### src/hdl/sdcm_pkg.sv
// Package: shared types, constants and exp table function for the confidence map core
package sdcm_pkg;

  localparam int unsigned DISP_W  = 16;
  localparam int unsigned DEPTH_W = 16;
  localparam int unsigned CONF_W  = 16;
  localparam int unsigned ROW_W   = 12;
  localparam int unsigned COL_W   = 11;
  localparam int unsigned SUM_W   = 20;
  localparam int unsigned CNT_W   = 4;
  localparam int unsigned SPAN_W  = 24;
  localparam int unsigned FW_W    = 12;
  localparam int unsigned FH_W    = 13;
  localparam int unsigned MAX_HEIGHT = 4096;
  localparam int unsigned QDEPTH  = 4;
  localparam int unsigned QPTR_W  = 2;

  localparam logic [63:0] EXP_RATIO_Q32 = 64'd4268207462;
  localparam logic [24:0] ONE_Q24       = 25'd16777216;
  localparam logic [24:0] FLOOR_Q24     = 25'd5033165;

  localparam logic [2:0] ADDR_MIN  = 3'd0;
  localparam logic [2:0] ADDR_MAX  = 3'd1;
  localparam logic [2:0] ADDR_SPAN = 3'd2;
  localparam logic [2:0] ADDR_FW   = 3'd3;
  localparam logic [2:0] ADDR_FH   = 3'd4;

  // classified window item handed from front to back
  typedef struct packed {
    logic                     valid_px;
    logic [SUM_W-1:0]         sum;
    logic [CNT_W-1:0]         n;
    logic [DEPTH_W-1:0]       depth_off;
    logic [ROW_W-1:0]         row;
    logic [COL_W-1:0]         column;
    logic                     frame_last;
  } sdcm_item_t;

  typedef struct packed {
    logic [DEPTH_W-1:0] min_depth;
    logic [DEPTH_W-1:0] max_depth;
    logic [SPAN_W-1:0]  inv_span;
    logic [FW_W-1:0]    frame_width;
    logic [FH_W-1:0]    frame_height;
  } sdcm_cfg_t;

  function automatic logic [15:0] exp_entry(input int unsigned k);
    logic [63:0] acc;
    logic [63:0] e;
    logic [127:0] p;
    acc = 64'd1 << 32;
    for (int unsigned i = 0; i < k; i++) begin
      p = acc * EXP_RATIO_Q32 + (128'd1 << 31);
      acc = p[95:32];
    end
    e = (acc + 64'd32768) >> 16;
    return (e > 64'd65535) ? 16'hFFFF : e[15:0];
  endfunction

endpackage

### src/hdl/sdcm_queue.sv
// Short FIFO between front and back
module sdcm_queue
  import sdcm_pkg::*;
(
  input  logic       clk,
  input  logic       rst_n,
  input  logic       wr_en,
  input  sdcm_item_t wr_data,
  input  logic       rd_en,
  output logic       rd_vld,
  output sdcm_item_t rd_data,
  output logic [QPTR_W:0] count
);
  sdcm_item_t mem_r [QDEPTH];
  logic [QPTR_W-1:0] wp_r, rp_r;
  logic [QPTR_W:0]   cnt_r;

  always_ff @(posedge clk) begin
    if (!rst_n) begin
      wp_r  <= '0;
      rp_r  <= '0;
      cnt_r <= '0;
    end else begin
      if (wr_en) wp_r <= wp_r + QPTR_W'(1);
      if (rd_en) rp_r <= rp_r + QPTR_W'(1);
      cnt_r <= cnt_r + (QPTR_W+1)'(wr_en) - (QPTR_W+1)'(rd_en);
    end
  end
  always_ff @(posedge clk) begin
    if (wr_en) mem_r[wp_r] <= wr_data;
  end
  assign rd_vld  = cnt_r != '0;
  assign rd_data = mem_r[rp_r];
  assign count   = cnt_r;
endmodule

### config.mk
export PLATFORM = sky130hd
export DESIGN_NAME = sdcm_queue
export DESIGN_NICKNAME = d
export VERILOG_FILES = /design/src/hdl/sdcm_pkg.sv /design/src/hdl/sdcm_queue.sv
export SDC_FILE = /design/constraint.sdc
export NUM_CORES = 1
export LEC_CHECK = 0
export BUFFER_PORTS_ARGS = -buffer_cell sky130_fd_sc_hd__buf_2
export CORE_AREA = 5 5 139 141
export CTS_BUF_LIST = sky130_fd_sc_hd__clkbuf_8 sky130_fd_sc_hd__clkbuf_16
export DETAILED_ROUTE_END_ITERATION = 8
export DIE_AREA = 0 0 144 146
export HOLD_SLACK_MARGIN = 0.15
export PLACE_DENSITY_LB_ADDON = 0.25
export REMOVE_ABC_BUFFERS = 1
export SYNTH_ARGS = -nofsm -noshare
export SYNTH_HDL_FRONTEND = slang
export SYNTH_SLANG_ARGS = --single-unit
### constraint.sdc
create_clock -name clk -period 2.9 [get_ports clk]
set_input_delay 0.58 -clock clk [delete_from_list [all_inputs] [get_ports clk]]
set_output_delay 0.58 -clock clk [all_outputs]
set_load 0.02 [all_outputs]
==> impl_metrics.env <==
export IMPL_port_buffers=137
export IMPL_crit_required_ns=2.32
export IMPL_multi_input_area_mm2=0.001705
export IMPL_nets=622
export IMPL_num_rows=49
export IMPL_p_leak_nw=4.097
export IMPL_root_buffer="clkbuf_16"
export IMPL_fill_cells=1164
export IMPL_post_route_period_util=0.9286
export IMPL_grt_usage=0.1718
export IMPL_grt_max_degree=54
export IMPL_grt_pass1_vias=4840
export IMPL_p_per_area_mw_per_mm2=774.6
export IMPL_clock_fmax_mhz=371.4
export IMPL_place_gp_congestion=0.7004
export IMPL_async_flop_share=0
export IMPL_netlist_instances=381
export IMPL_cts_clk_slew_worst_paths_ns=0.06
export IMPL_finish_utilization=0.6639
export IMPL_start_kind="flip-flop"
export IMPL_vias=4406
export IMPL_setup_tns_ns=0
export IMPL_dpl_cell_area_mm2=0.01088
export IMPL_min_period_ns=2.693
export IMPL_hold_buffers=0
export IMPL_die_w_um=144
export IMPL_cp_arrival_ns=2.11
export IMPL_wl_per_cell_um=22.11
export IMPL_wl_mm=17.58
export IMPL_cts_buffer_depth=3
export IMPL_rsz0062_at_grt="false"
export IMPL_hp_class="in2reg"
export IMPL_stdcell_area_mm2=0.01185
export IMPL_overflow=0
export IMPL_end_kind="output port"
export IMPL_worst_pin_slew_ns=0.5677
export IMPL_drv_cap=0
export IMPL_register_area_mm2=0.007995
export IMPL_maxSlewViolCount=0
export IMPL_synth_seq_cells=269
export IMPL_critPathKind="reg2out"
export IMPL_pin_count=138
export IMPL_synthFlopType="edfxtp_1"
export IMPL_slew_headroom=0.6215
export IMPL_tritoncts="yes"
export IMPL_cp_slowest_cell="dfxtp_4"
export IMPL_post_cts_setup_buffers=0
export IMPL_hpwl_mm=10.83
export IMPL_r2r_cells=4
export IMPL_synth_cell_types=20
export IMPL_final_layout_size_suffix_gt1_frac=0.4594
export IMPL_die_area_mm2=0.02102
export IMPL_syn_area_per_cell_um2=25.88
export IMPL_syn_to_final_growth_pct=20.11
export IMPL_numCtsBuffers=26
export IMPL_diodes=0
export IMPL_timing_final_ws_setup_ns=0.2072
export IMPL_ys_seq_area_frac=0.8099
export IMPL_htreeDepth=1
export IMPL_status="complete, no violations"
export IMPL_hold_viol=0
export IMPL_cts_sinks=269
export IMPL_drt_iter0_markers=223
export IMPL_synth_area_mm2=0.009862
export IMPL_clk_insertion_delay_late_ns=0.52
export IMPL_cp_cell_sequence="buf_12 > mux4_2 > buf_2"
export IMPL_grt_pass1_wl_mm=27.37
export IMPL_drc=0
export IMPL_fin_skew_ns=0.01233
export IMPL_start_util=0.5528
export IMPL_die_h_um=146
export IMPL_setup_viol=0
export IMPL_hold_depth=1
export IMPL_finalHoldWorstSlack_ns=0.2710
export IMPL_antenna_found_initial=0
export IMPL_synth_edf_count=260
export IMPL_yosysWarnings=0
export IMPL_postCtsResizedCells=0
export IMPL_peakVddDrop_v=0.0006606
export IMPL_postRouteAntennaNets=0
export IMPL_place_ws_ns=0.6774
export IMPL_slowest_delay_ns=0.61
export IMPL_core_area_mm2=0.01784
export IMPL_first_pass_iters=4
export IMPL_detail_route_vias_per_cell=5.542
export IMPL_path_max_fanout=21
placed cells by master (no fill, tap or decap), types with 2 or more instances in the layout:
cell type,instances
edfxtp_1,260
buf_2,137
mux4_2,65
clkbuf_16,27
inv_1,15
buf_4,8
bufinv_16,7
dfxtp_1,7
ha_1,6
buf_12,6
nor2_1,5
and2_4,4
clkinv_1,3
and2_1,2
xnor2_1,2
dfxtp_4,2
clkbuf_8,2
path summary, 6_finish.rpt:
check	from	to	slack (ns)
worst max-delay path	flip-flop	rd_data[45]	0.21
worst min-delay path	wr_data[37]	mem_r[3][37]	0.27
worst max register to register	wp_r[0]	mem_r[2][1]	1.12
worst min register to register	rp_r[0]	flip-flop	0.55
logic make-up after synthesis:
logic type | count (synthesis) | share of synthesized area
mux | 66 | 0.1495
simple gates | 13 | 0.007106
xor+xnor | 3 | 0.004187
buf+inv | 21 | 0.01814
fa+ha+maj | 7 | 0.009642
compound gates | 2 | 0.001522
flops | 269 | 0.8099
report_power, final:
group	switching, mW	leakage (nW)	internal [mW]
logic	0.540	1.13	0.412
registers	0.0725	2.46	4.47
clock network	1.33	0.499	2.35
total	1.94	4.10	7.23
final cells by class:
| class | count | area share |
|---|---|---|
| Clock buffer | 29 | 0.05936 |
| Clock inverter | 19 | 0.02218 |
| Inverter | 7 | 0.002218 |
| Multi-Input combinational cell | 91 | 0.1440 |
| Sequential cell | 269 | 0.6750 |
| Tap cell | 229 | 0.02419 |
| Timing Repair Buffer | 151 | 0.07310 |
metrics by stage:
stage,power (mW),cells
after global routing,9.512,795
after detailed placement,5.596,747
final,9.175,795
after floorplan,5.214,367
after CTS,9.279,795
after global placement,5.563,747
cell usage after synthesis, types with 2 or more instances:
cell      number  area share
and2_1         6      0.0038
inv_1          7      0.0027
ha_1           6      0.0076
dfxtp_1        9       0.018
buf_12         5       0.010
mux4_2        65        0.15
buf_2          6      0.0030
xnor2_1        2      0.0018
nor2_1         5      0.0019
edfxtp_1     260        0.79
metal layers:
layer | global-route usage | up-vias | wire length, µm
met5 | 0 | - | 0
met4 | 0.03908 | 0 | 289
met3 | 0.03418 | 20 | 922
met2 | 0.3045 | 104 | 9471
met1 | 0.2196 | 2325 | 6896
li1 | - | 1957 | -
critical path: cells and delay by family, from the launching register on:
| family | cells | cell delay [ns] |
|---|---|---|
| buffers and inverters | 2 | 0.44 |
| flip-flops | 1 | 0.61 |
| multiplexers | 1 | 0.53 |
sequential cells by signal, summed over array words and instances (netlist names), named ones only:
signal / flops
count: 3
mem_r: 260
rp_r: 2
wp_r: 2
(Power assumes the default switching activity.)
